### config.mk
export PLATFORM = sky130hd
export DESIGN_NAME = http_content_length_framer
export DESIGN_NICKNAME = d
export VERILOG_FILES = /design/src/hdl/hclf_pkg.sv /design/src/hdl/http_content_length_framer.sv /design/src/hdl/hclf_front.sv /design/src/hdl/hclf_queue.sv /design/src/hdl/hclf_back.sv
export SDC_FILE = /design/constraint.sdc
export NUM_CORES = 1
export LEC_CHECK = 0
export BUFFER_PORTS_ARGS = -buffer_cell sky130_fd_sc_hd__buf_2
export CAP_MARGIN = 20
export CORE_ASPECT_RATIO = 1.5
export CORE_MARGIN = 4
export CORE_UTILIZATION = 50
export CTS_BUF_LIST = sky130_fd_sc_hd__clkbuf_16
export DETAILED_ROUTE_END_ITERATION = 8
export GPL_TIMING_DRIVEN = 0
export PLACE_DENSITY = 0.64
export SYNTH_ARGS = -nofsm -noshare
export SYNTH_HDL_FRONTEND = slang
export SYNTH_HIERARCHICAL = 1
export SYNTH_SLANG_ARGS = --single-unit
### constraint.sdc
create_clock -name aclk -period 9.6 [get_ports aclk]
set_input_delay 0.48 -clock aclk [delete_from_list [all_inputs] [get_ports aclk]]
set_output_delay 0.48 -clock aclk [all_outputs]
set_load 0.05 [all_outputs]
### src/hdl/hclf_pkg.sv
// Shared package for the HTTP Content-Length framer.
// Holds the key tag, status/phase/line codes and the byte class record.
// No dependencies.
package hclf_pkg;

    localparam int BUFFER_BYTES_DEF = 8192;
    localparam int TAG_LEN          = 15;
    localparam int OUT_W            = 13;
    localparam int OUT_MAX          = 8191;
    localparam int QDEPTH           = 2;

    localparam logic [7:0] CH_CR  = 8'h0D;
    localparam logic [7:0] CH_LF  = 8'h0A;
    localparam logic [7:0] CH_TAB = 8'h09;
    localparam logic [7:0] CH_SP  = 8'h20;
    localparam logic [7:0] CH_0   = 8'h30;
    localparam logic [7:0] CH_9   = 8'h39;

    // "Content-Length:"
    localparam logic [7:0] LEN_TAG [TAG_LEN] = '{
        8'h43, 8'h6F, 8'h6E, 8'h74, 8'h65, 8'h6E, 8'h74, 8'h2D,
        8'h4C, 8'h65, 8'h6E, 8'h67, 8'h74, 8'h68, 8'h3A
    };

    localparam logic [2:0] ST_HEADERS = 3'd0;
    localparam logic [2:0] ST_BODY    = 3'd1;
    localparam logic [2:0] ST_DONE    = 3'd2;
    localparam logic [2:0] ST_REJECT  = 3'd3;
    localparam logic [2:0] ST_IGNORED = 3'd4;

    localparam logic [1:0] PH_HEADERS = 2'd0;
    localparam logic [1:0] PH_BODY    = 2'd1;
    localparam logic [1:0] PH_ENDED   = 2'd2;

    localparam logic [1:0] LM_KEY   = 2'd0;
    localparam logic [1:0] LM_VALUE = 2'd1;
    localparam logic [1:0] LM_OTHER = 2'd2;

    typedef struct packed {
        logic               new_req;
        logic [TAG_LEN-1:0] tag_hit;   // bit k: byte equals tag character k
        logic               is_cr;
        logic               is_lf;
        logic               is_blank;
        logic               is_digit;
        logic [3:0]         digit;
    } class_t;

endpackage

### src/hdl/http_content_length_framer.sv
// Top level of the HTTP Content-Length framer.
// Instantiates hclf_front, hclf_queue and hclf_back; uses hclf_pkg.
//
// One request byte goes in per cycle and exactly one result comes out for
// each byte, in order. Sustained rate is one byte per clock while the result
// side keeps up; a byte's result is presented on the master side after the
// byte passes the two-entry class queue and the parser registers the result.
// The parser state for each byte, including the 64-bit length accumulator,
// is computed combinationally and registered when the byte is popped, so
// there is no per-byte stall. s_tready drops only when the queue is full
// because the result side is held off. No clearing pass is needed after
// reset.
module http_content_length_framer
    import hclf_pkg::*;
#(
    parameter int BUFFER_BYTES = BUFFER_BYTES_DEF
) (
    input  logic        aclk,
    input  logic        aresetn,
    input  logic        s_tvalid,
    output logic        s_tready,
    input  logic [7:0]  s_tdata,   // [7:0] data_byte
    input  logic        s_tuser,   // [0] new_request
    output logic        m_tvalid,
    input  logic        m_tready,
    output logic [31:0] m_tdata    // [2:0] status, [15:3] body_length,
                                   // [28:16] byte_total, [31:29] zero
);

    class_t           f_cls;
    class_t           q_cls;
    logic             q_valid, q_ready;
    logic [2:0]       status;
    logic [OUT_W-1:0] body_length, byte_total;

    hclf_front u_front (
        .data_byte   (s_tdata),
        .new_request (s_tuser),
        .cls         (f_cls)
    );

    hclf_queue u_queue (
        .aclk     (aclk),
        .aresetn  (aresetn),
        .wr_valid (s_tvalid),
        .wr_ready (s_tready),
        .wr_data  (f_cls),
        .rd_valid (q_valid),
        .rd_ready (q_ready),
        .rd_data  (q_cls)
    );

    hclf_back #(
        .BUFFER_BYTES (BUFFER_BYTES)
    ) u_back (
        .aclk        (aclk),
        .aresetn     (aresetn),
        .q_valid     (q_valid),
        .q_ready     (q_ready),
        .q_data      (q_cls),
        .m_valid     (m_tvalid),
        .m_ready     (m_tready),
        .status      (status),
        .body_length (body_length),
        .byte_total  (byte_total)
    );

    assign m_tdata = {3'b000, byte_total, body_length, status};

endmodule

### src/hdl/hclf_front.sv
// Front end of the framer: classifies each received byte.
// Depends on hclf_pkg.
module hclf_front
    import hclf_pkg::*;
(
    input  logic [7:0] data_byte,
    input  logic       new_request,
    output class_t     cls
);

    logic [TAG_LEN-1:0] hit;
    logic [3:0]         off;

    always_comb begin
        for (int k = 0; k < TAG_LEN; k++) begin
            hit[k] = (data_byte == LEN_TAG[k]);
        end
    end

    assign off = data_byte[3:0] - CH_0[3:0];

    assign cls.new_req  = new_request;
    assign cls.tag_hit  = hit;
    assign cls.is_cr    = (data_byte == CH_CR);
    assign cls.is_lf    = (data_byte == CH_LF);
    assign cls.is_blank = (data_byte == CH_SP) || (data_byte == CH_TAB);
    assign cls.is_digit = (data_byte >= CH_0) && (data_byte <= CH_9);
    assign cls.digit    = off;

endmodule

### src/hdl/hclf_queue.sv
// Short queue of classified bytes between front and back end.
// Depends on hclf_pkg.
module hclf_queue
    import hclf_pkg::*;
(
    input  logic   aclk,
    input  logic   aresetn,
    input  logic   wr_valid,
    output logic   wr_ready,
    input  class_t wr_data,
    output logic   rd_valid,
    input  logic   rd_ready,
    output class_t rd_data
);

    localparam int QAW = (QDEPTH > 1) ? $clog2(QDEPTH) : 1;
    localparam int QCW = $clog2(QDEPTH + 1);

    class_t           slot_reg [QDEPTH];
    logic [QAW-1:0]   wr_ptr_reg, wr_ptr_next;
    logic [QAW-1:0]   rd_ptr_reg, rd_ptr_next;
    logic [QCW-1:0]   fill_reg, fill_next;
    logic             push, pop;

    assign wr_ready = (fill_reg != QCW'(QDEPTH));
    assign rd_valid = (fill_reg != '0);
    assign rd_data  = slot_reg[rd_ptr_reg];
    assign push     = wr_valid && wr_ready;
    assign pop      = rd_valid && rd_ready;

    always_comb begin
        wr_ptr_next = wr_ptr_reg;
        rd_ptr_next = rd_ptr_reg;
        fill_next   = fill_reg;
        if (push) begin
            wr_ptr_next = (wr_ptr_reg == QAW'(QDEPTH - 1)) ? '0 : wr_ptr_reg + 1'b1;
        end
        if (pop) begin
            rd_ptr_next = (rd_ptr_reg == QAW'(QDEPTH - 1)) ? '0 : rd_ptr_reg + 1'b1;
        end
        if (push && !pop) begin
            fill_next = fill_reg + 1'b1;
        end else if (pop && !push) begin
            fill_next = fill_reg - 1'b1;
        end
    end

    always_ff @(posedge aclk) begin
        if (!aresetn) begin
            wr_ptr_reg <= '0;
            rd_ptr_reg <= '0;
            fill_reg   <= '0;
        end else begin
            wr_ptr_reg <= wr_ptr_next;
            rd_ptr_reg <= rd_ptr_next;
            fill_reg   <= fill_next;
        end
    end

    always_ff @(posedge aclk) begin
        if (push) begin
            slot_reg[wr_ptr_reg] <= wr_data;
        end
    end

endmodule

### src/hdl/hclf_back.sv
// Back end of the framer: line parser, length capture, completion and limit
// checks, and the result register. Depends on hclf_pkg.
module hclf_back
    import hclf_pkg::*;
#(
    parameter int BUFFER_BYTES = BUFFER_BYTES_DEF
) (
    input  logic             aclk,
    input  logic             aresetn,
    input  logic             q_valid,
    output logic             q_ready,
    input  class_t           q_data,
    output logic             m_valid,
    input  logic             m_ready,
    output logic [2:0]       status,
    output logic [OUT_W-1:0] body_length,
    output logic [OUT_W-1:0] byte_total
);

    localparam int CW = $clog2(BUFFER_BYTES);
    localparam int XW = (CW > OUT_W) ? CW : OUT_W;
    localparam logic [CW-1:0] BMAX = CW'(BUFFER_BYTES - 1);

    logic [1:0]    phase_reg, phase_next;
    logic [CW-1:0] cnt_reg, cnt_next;
    logic [3:0]    pos_reg, pos_next;
    logic [1:0]    mode_reg, mode_next;
    logic          hcr_reg, hcr_next;
    logic [63:0]   dacc_reg, dacc_next;
    logic          dp_reg, dp_next;
    logic          la_reg, la_next;
    logic [63:0]   alen_reg, alen_next;
    logic [CW-1:0] tgt_reg, tgt_next;

    logic             m_valid_reg;
    logic [2:0]       status_reg, status_next;
    logic [OUT_W-1:0] blen_reg, btot_reg;

    logic          pop;
    logic [67:0]   prod;
    logic [CW-1:0] room;
    logic          decided;
    logic [XW-1:0] cnt_x;

    assign q_ready = !m_valid_reg || m_ready;
    assign pop     = q_valid && q_ready;

    always_comb begin
        // start of request wipes all parse state before this byte
        phase_next = q_data.new_req ? PH_HEADERS : phase_reg;
        cnt_next   = q_data.new_req ? '0 : cnt_reg;
        pos_next   = q_data.new_req ? '0 : pos_reg;
        mode_next  = q_data.new_req ? LM_KEY : mode_reg;
        hcr_next   = q_data.new_req ? 1'b0 : hcr_reg;
        dacc_next  = q_data.new_req ? '0 : dacc_reg;
        dp_next    = q_data.new_req ? 1'b0 : dp_reg;
        la_next    = q_data.new_req ? 1'b0 : la_reg;
        alen_next  = q_data.new_req ? '0 : alen_reg;
        tgt_next   = q_data.new_req ? '0 : tgt_reg;
        status_next = ST_IGNORED;
        decided     = 1'b0;
        room        = '0;
        prod = ({4'b0, dacc_next} << 3) + ({4'b0, dacc_next} << 1) + {64'b0, q_data.digit};

        if (phase_next != PH_ENDED) begin
            cnt_next = cnt_next + 1'b1;
            if (phase_next == PH_HEADERS) begin
                if (hcr_next && q_data.is_lf) begin
                    hcr_next = 1'b0;
                    if (mode_next == LM_KEY && pos_next == '0) begin
                        room = BMAX - cnt_next;
                        if ((|alen_next[63:CW]) || (alen_next[CW-1:0] > room)) begin
                            phase_next  = PH_ENDED;
                            status_next = ST_REJECT;
                            decided     = 1'b1;
                        end else begin
                            tgt_next   = cnt_next + alen_next[CW-1:0];
                            phase_next = PH_BODY;
                        end
                    end else begin
                        if (mode_next == LM_VALUE && dp_next && !la_next) begin
                            alen_next = dacc_next;
                            la_next   = 1'b1;
                        end
                        pos_next  = '0;
                        mode_next = LM_KEY;
                        dacc_next = '0;
                        dp_next   = 1'b0;
                    end
                end else if (hcr_next) begin
                    // held CR turns into line content, which spoils any key
                    mode_next = LM_OTHER;
                    hcr_next  = q_data.is_cr;
                end else if (q_data.is_cr) begin
                    hcr_next = 1'b1;
                end else begin
                    unique case (mode_next)
                        LM_KEY: begin
                            if (pos_next < 4'(TAG_LEN) && q_data.tag_hit[pos_next]) begin
                                pos_next = pos_next + 1'b1;
                                if (pos_next == 4'(TAG_LEN)) begin
                                    mode_next = LM_VALUE;
                                end
                            end else begin
                                mode_next = LM_OTHER;
                            end
                        end
                        LM_VALUE: begin
                            if (q_data.is_blank && !dp_next) begin
                                mode_next = LM_VALUE;
                            end else if (q_data.is_digit) begin
                                if (|prod[67:64]) begin
                                    mode_next = LM_OTHER;
                                end else begin
                                    dacc_next = prod[63:0];
                                    dp_next   = 1'b1;
                                end
                            end else begin
                                mode_next = LM_OTHER;
                            end
                        end
                        default: mode_next = LM_OTHER;
                    endcase
                end
            end

            if (!decided) begin
                if (phase_next == PH_BODY && cnt_next >= tgt_next) begin
                    phase_next  = PH_ENDED;
                    status_next = ST_DONE;
                end else if (cnt_next >= BMAX) begin
                    phase_next  = PH_ENDED;
                    status_next = ST_REJECT;
                end else if (phase_next == PH_BODY) begin
                    status_next = ST_BODY;
                end else begin
                    status_next = ST_HEADERS;
                end
            end
        end
    end

    assign cnt_x = XW'(cnt_next);

    always_ff @(posedge aclk) begin
        if (!aresetn) begin
            phase_reg   <= PH_HEADERS;
            cnt_reg     <= '0;
            pos_reg     <= '0;
            mode_reg    <= LM_KEY;
            hcr_reg     <= 1'b0;
            dacc_reg    <= '0;
            dp_reg      <= 1'b0;
            la_reg      <= 1'b0;
            alen_reg    <= '0;
            tgt_reg     <= '0;
            m_valid_reg <= 1'b0;
        end else begin
            if (pop) begin
                phase_reg   <= phase_next;
                cnt_reg     <= cnt_next;
                pos_reg     <= pos_next;
                mode_reg    <= mode_next;
                hcr_reg     <= hcr_next;
                dacc_reg    <= dacc_next;
                dp_reg      <= dp_next;
                la_reg      <= la_next;
                alen_reg    <= alen_next;
                tgt_reg     <= tgt_next;
                m_valid_reg <= 1'b1;
            end else if (m_ready) begin
                m_valid_reg <= 1'b0;
            end
        end
    end

    always_ff @(posedge aclk) begin
        if (pop) begin
            status_reg <= status_next;
            blen_reg   <= (|alen_next[63:OUT_W]) ? OUT_W'(OUT_MAX) : alen_next[OUT_W-1:0];
            btot_reg   <= (cnt_x > XW'(OUT_MAX)) ? OUT_W'(OUT_MAX) : cnt_x[OUT_W-1:0];
        end
    end

    assign m_valid     = m_valid_reg;
    assign status      = status_reg;
    assign body_length = blen_reg;
    assign byte_total  = btot_reg;

    a_body_before_target: assert property (@(posedge aclk) disable iff (!aresetn)
        phase_reg == PH_BODY |-> cnt_reg < tgt_reg)
        else $error("body phase past its target count");

    a_count_limit: assert property (@(posedge aclk) disable iff (!aresetn)
        phase_reg != PH_ENDED |-> cnt_reg < BMAX)
        else $error("open request reached the byte limit");

    a_len_only_when_taken: assert property (@(posedge aclk) disable iff (!aresetn)
        !la_reg |-> alen_reg == '0)
        else $error("length held without a length line");

    a_end_status: assert property (@(posedge aclk) disable iff (!aresetn)
        pop && (status_next == ST_DONE || status_next == ST_REJECT)
        |=> phase_reg == PH_ENDED && m_valid_reg)
        else $error("final status without ended phase");

endmodule

==> impl_metrics.tcl <==
set metrics [dict create \
    yosys.area.top_type "dfxtp_1" \
    routed_wl_um 55800 \
    cts_setup_buffers 0 \
    holdPathEnd "u_queue/slot_reg[1][3]$_DFFE_PP_" \
    path_class "flip-flop to flip-flop" \
    cts_max_level 1 \
    crit_slowest_cell "mux2_2" \
    end_kind "flip-flop" \
    post_drt_wl_per_cell_um 21.9 \
    worst_pin_slew_ns 1.02 \
    place_area_um2 18100 \
    place_ws_ns -0.484 \
    yosysSeqAreaShare 0.332 \
    rsz0062_at_grt "no" \
    vias_per_cell 6.28 \
    reg2reg_slack_ns 0.45 \
    ys.flop_type "dfxtp_1" \
    cts_tree "yes" \
    fin_area_um2 19000 \
    max_freq_ghz 0.109 \
    clock-root-buffer "clkbuf_16" \
    syn-cell-area_um2 17300 \
    num_rows 83 \
    rr_endpoint "u_back/status[1]$_SDFFCE_PP0P_" \
    synth.top_cell.area_share 0.198 \
    critPathMaxFanout 14 \
    detail_route.iter0.violations 1002 \
    drive_gt1_frac 0.0985 \
    core_um2 34200 \
    grt_pass1_wl_um 86500 \
    ys_warn_count 6 \
    n_antenna_cell 0 \
    dpl.hpwl_um 44000 \
    yosys-top-cells-area "dfxtp_1, edfxtp_1, ha_1" \
    hp-class "input port to flip-flop" \
    die-area_um2 37700 \
    nNetsFinal 2274 \
    ff2ff_path_depth 37 \
    yosysMostFrequentCell "nand2_1" \
    grt_use_total 0.284 \
    setup_ws_ns 0.447 \
    vias 16000 \
    dieWidth_um 160 \
    drv_slew 0 \
    cts_buffers 27 \
    cp_slowest_stage_delay_ns 0.55 \
    clockBufferDepth 3 \
    hold_start "s_tdata[3]" \
    dp.cells 2498 \
    die_h_um 236 \
    synth_cells 2029 \
    holdWs_ns 0.113 \
    hold_depth 1 \
    cpMostUsedCell "a21oi_1" \
    start_util 0.506 \
    place_congestion 0.944 \
    crit_buf_inv 8 \
    layout_min_cycle_time_ns 9.15 \
    outcome "finished, final reports clean" \
    yosysUniqueCellTypes 105 \
    period_share 0.953 \
    clock_sinks 248 \
    grt_overflow_total 0 \
    report.final.setup_viol 0 \
    start_kind "flip-flop" \
    antenna_found_initial 0 \
    syn_to_final_growth_pct 9.64 \
    grt_max_degree 35 \
    clock_skew_ns 0.0194 \
    max_cap_violations 0 \
    ant_nets 0 \
    synth-seq-cells 248 \
    cts_hold_buf 0 \
    synth-edff-count 77 \
    port_buffers 40 \
    post-route-drc-count 0 \
    final_cell_count_no_fill 2547 \
    clk_pin_slew_worst_paths_ns 0.06 \
    peakVddDrop_mv 0.151 \
    cp_data_arrival_time_ns 9.46 \
    power_density_nw_per_um2 190 \
    avgSynthCellArea_um2 8.52 \
    drt-pass1-iter-count 8 \
    critical-path-top-delay-family "simple AND/OR/NAND/NOR gates" \
    worst_slew_margin_rel 0.312 \
    hold_violations 0 \
    ios 47 \
    synth_commonest_cells "nand2_1, nor2_1, dfxtp_1, a21oi_1, ha_1" \
    tns_ns 0 \
    async_reset_ff_frac 0 \
    p_leak_uw 0.00769 \
    required_ns 9.91 \
    clock_latency_ns 0.56 \
    fillers 3166 \
    grt_pass1_vias 15600 \
]
layout make-up:
type,count,area [um2],area share
plain buffers,125,604,0.0319
flip-flops and latches,248,5740,0.303
inverters,49,184,0.00970
repair buffers,42,248,0.0131
well taps,425,532,0.0280
multi-input cells,1608,10800,0.569
clock buffers,28,701,0.0370
clock inverters,22,175,0.00924
worst reg2reg max path: cells and delay by family (launching register included):
kind	cells	cell delay (ns)
compound gates	11	2.08
fa+ha+maj	3	0.90
simple gates	13	2.56
mux	1	0.55
xor+xnor	1	0.15
buf+inv	8	2.37
flops	1	0.30
routing by layer:
metal	vias up	global-route usage	routed length, um
met4	0	0.150	3370
met3	180	0.0284	2840
met5	-	0	0
met1	7671	0.327	21600
met2	551	0.518	28000
li1	7602	-	-
cell families after synthesis:
logic type      after synthesis  share of synthesized area
compound gates              574                      0.217
xor+xnor                     95                     0.0486
fa+ha+maj                   162                      0.118
buf+inv                     175                     0.0455
flops                       248                      0.332
mux                          45                     0.0280
other cells                   1                   0.000217
simple gates                729                      0.211
what timing repair did:
action | in CTS | in global routing
endpoints found under the setup margin | 4 | 4
gates resized for setup | 1 | 5
cloned | 0 | 0
how the worst max path moves through the flow:
stage                          from                               end  slack [ns]  cells after the start
after CTS                 flip-flop    u_back/status[1]$_SDFFCE_PP0P_        0.15                     36
after floorplan           flip-flop    u_back/status[1]$_SDFFCE_PP0P_        2.30                     37
final                     flip-flop    u_back/status[1]$_SDFFCE_PP0P_        0.45                     37
after global placement    flip-flop    u_back/status[1]$_SDFFCE_PP0P_       -0.47                     37
after global routing      flip-flop  u_back/phase_reg[0]$_SDFFE_PN0P_       0.009                     36
after detailed placement  flip-flop    u_back/status[1]$_SDFFCE_PP0P_       -0.48                     37
placed cells by master, fill, tap and decap left out, types with 8 or more instances in the layout:
cell type  instances
and3_1             9
nand3_1           32
nand2b_1          19
a22o_1             8
a21o_1            24
mux2_2            27
nor2b_1           82
or3_1             10
o31ai_1           12
a22oi_1           73
mux2i_1           18
and2_1            16
o21ai_1           21
o21a_1            18
o21bai_1          14
clkbuf_1          59
ha_1             157
o211ai_1          14
nor4_1            39
a31oi_1           12
buf_4             17
o21ai_0          108
a211oi_1          14
clkbuf_16         28
nand4_1           45
inv_1             54
nor3b_1           12
edfxtp_1          77
nand2_1          204
buf_2             72
dfxtp_1          171
a21oi_1          166
nor3_1            41
xnor2_1           50
xor2_1            44
nor2_1           177
power breakdown:
part / leakage [uW] / internal [uW] / switching [uW]
logic: 0.00511 / 353 / 940
registers: 0.00213 / 1220 / 51.5
clock network: 0.000454 / 587 / 447
total: 0.00769 / 2160 / 1440
stage by stage:
stage               total power [uW]  utilization
CTS                             3600        0.555
global placement                2540        0.528
detailed placement              2570        0.529
global route                    3760        0.555
finish                          3600        0.555
floorplan                       2170            -
Note: power is estimated with default switching activity, not from simulation.
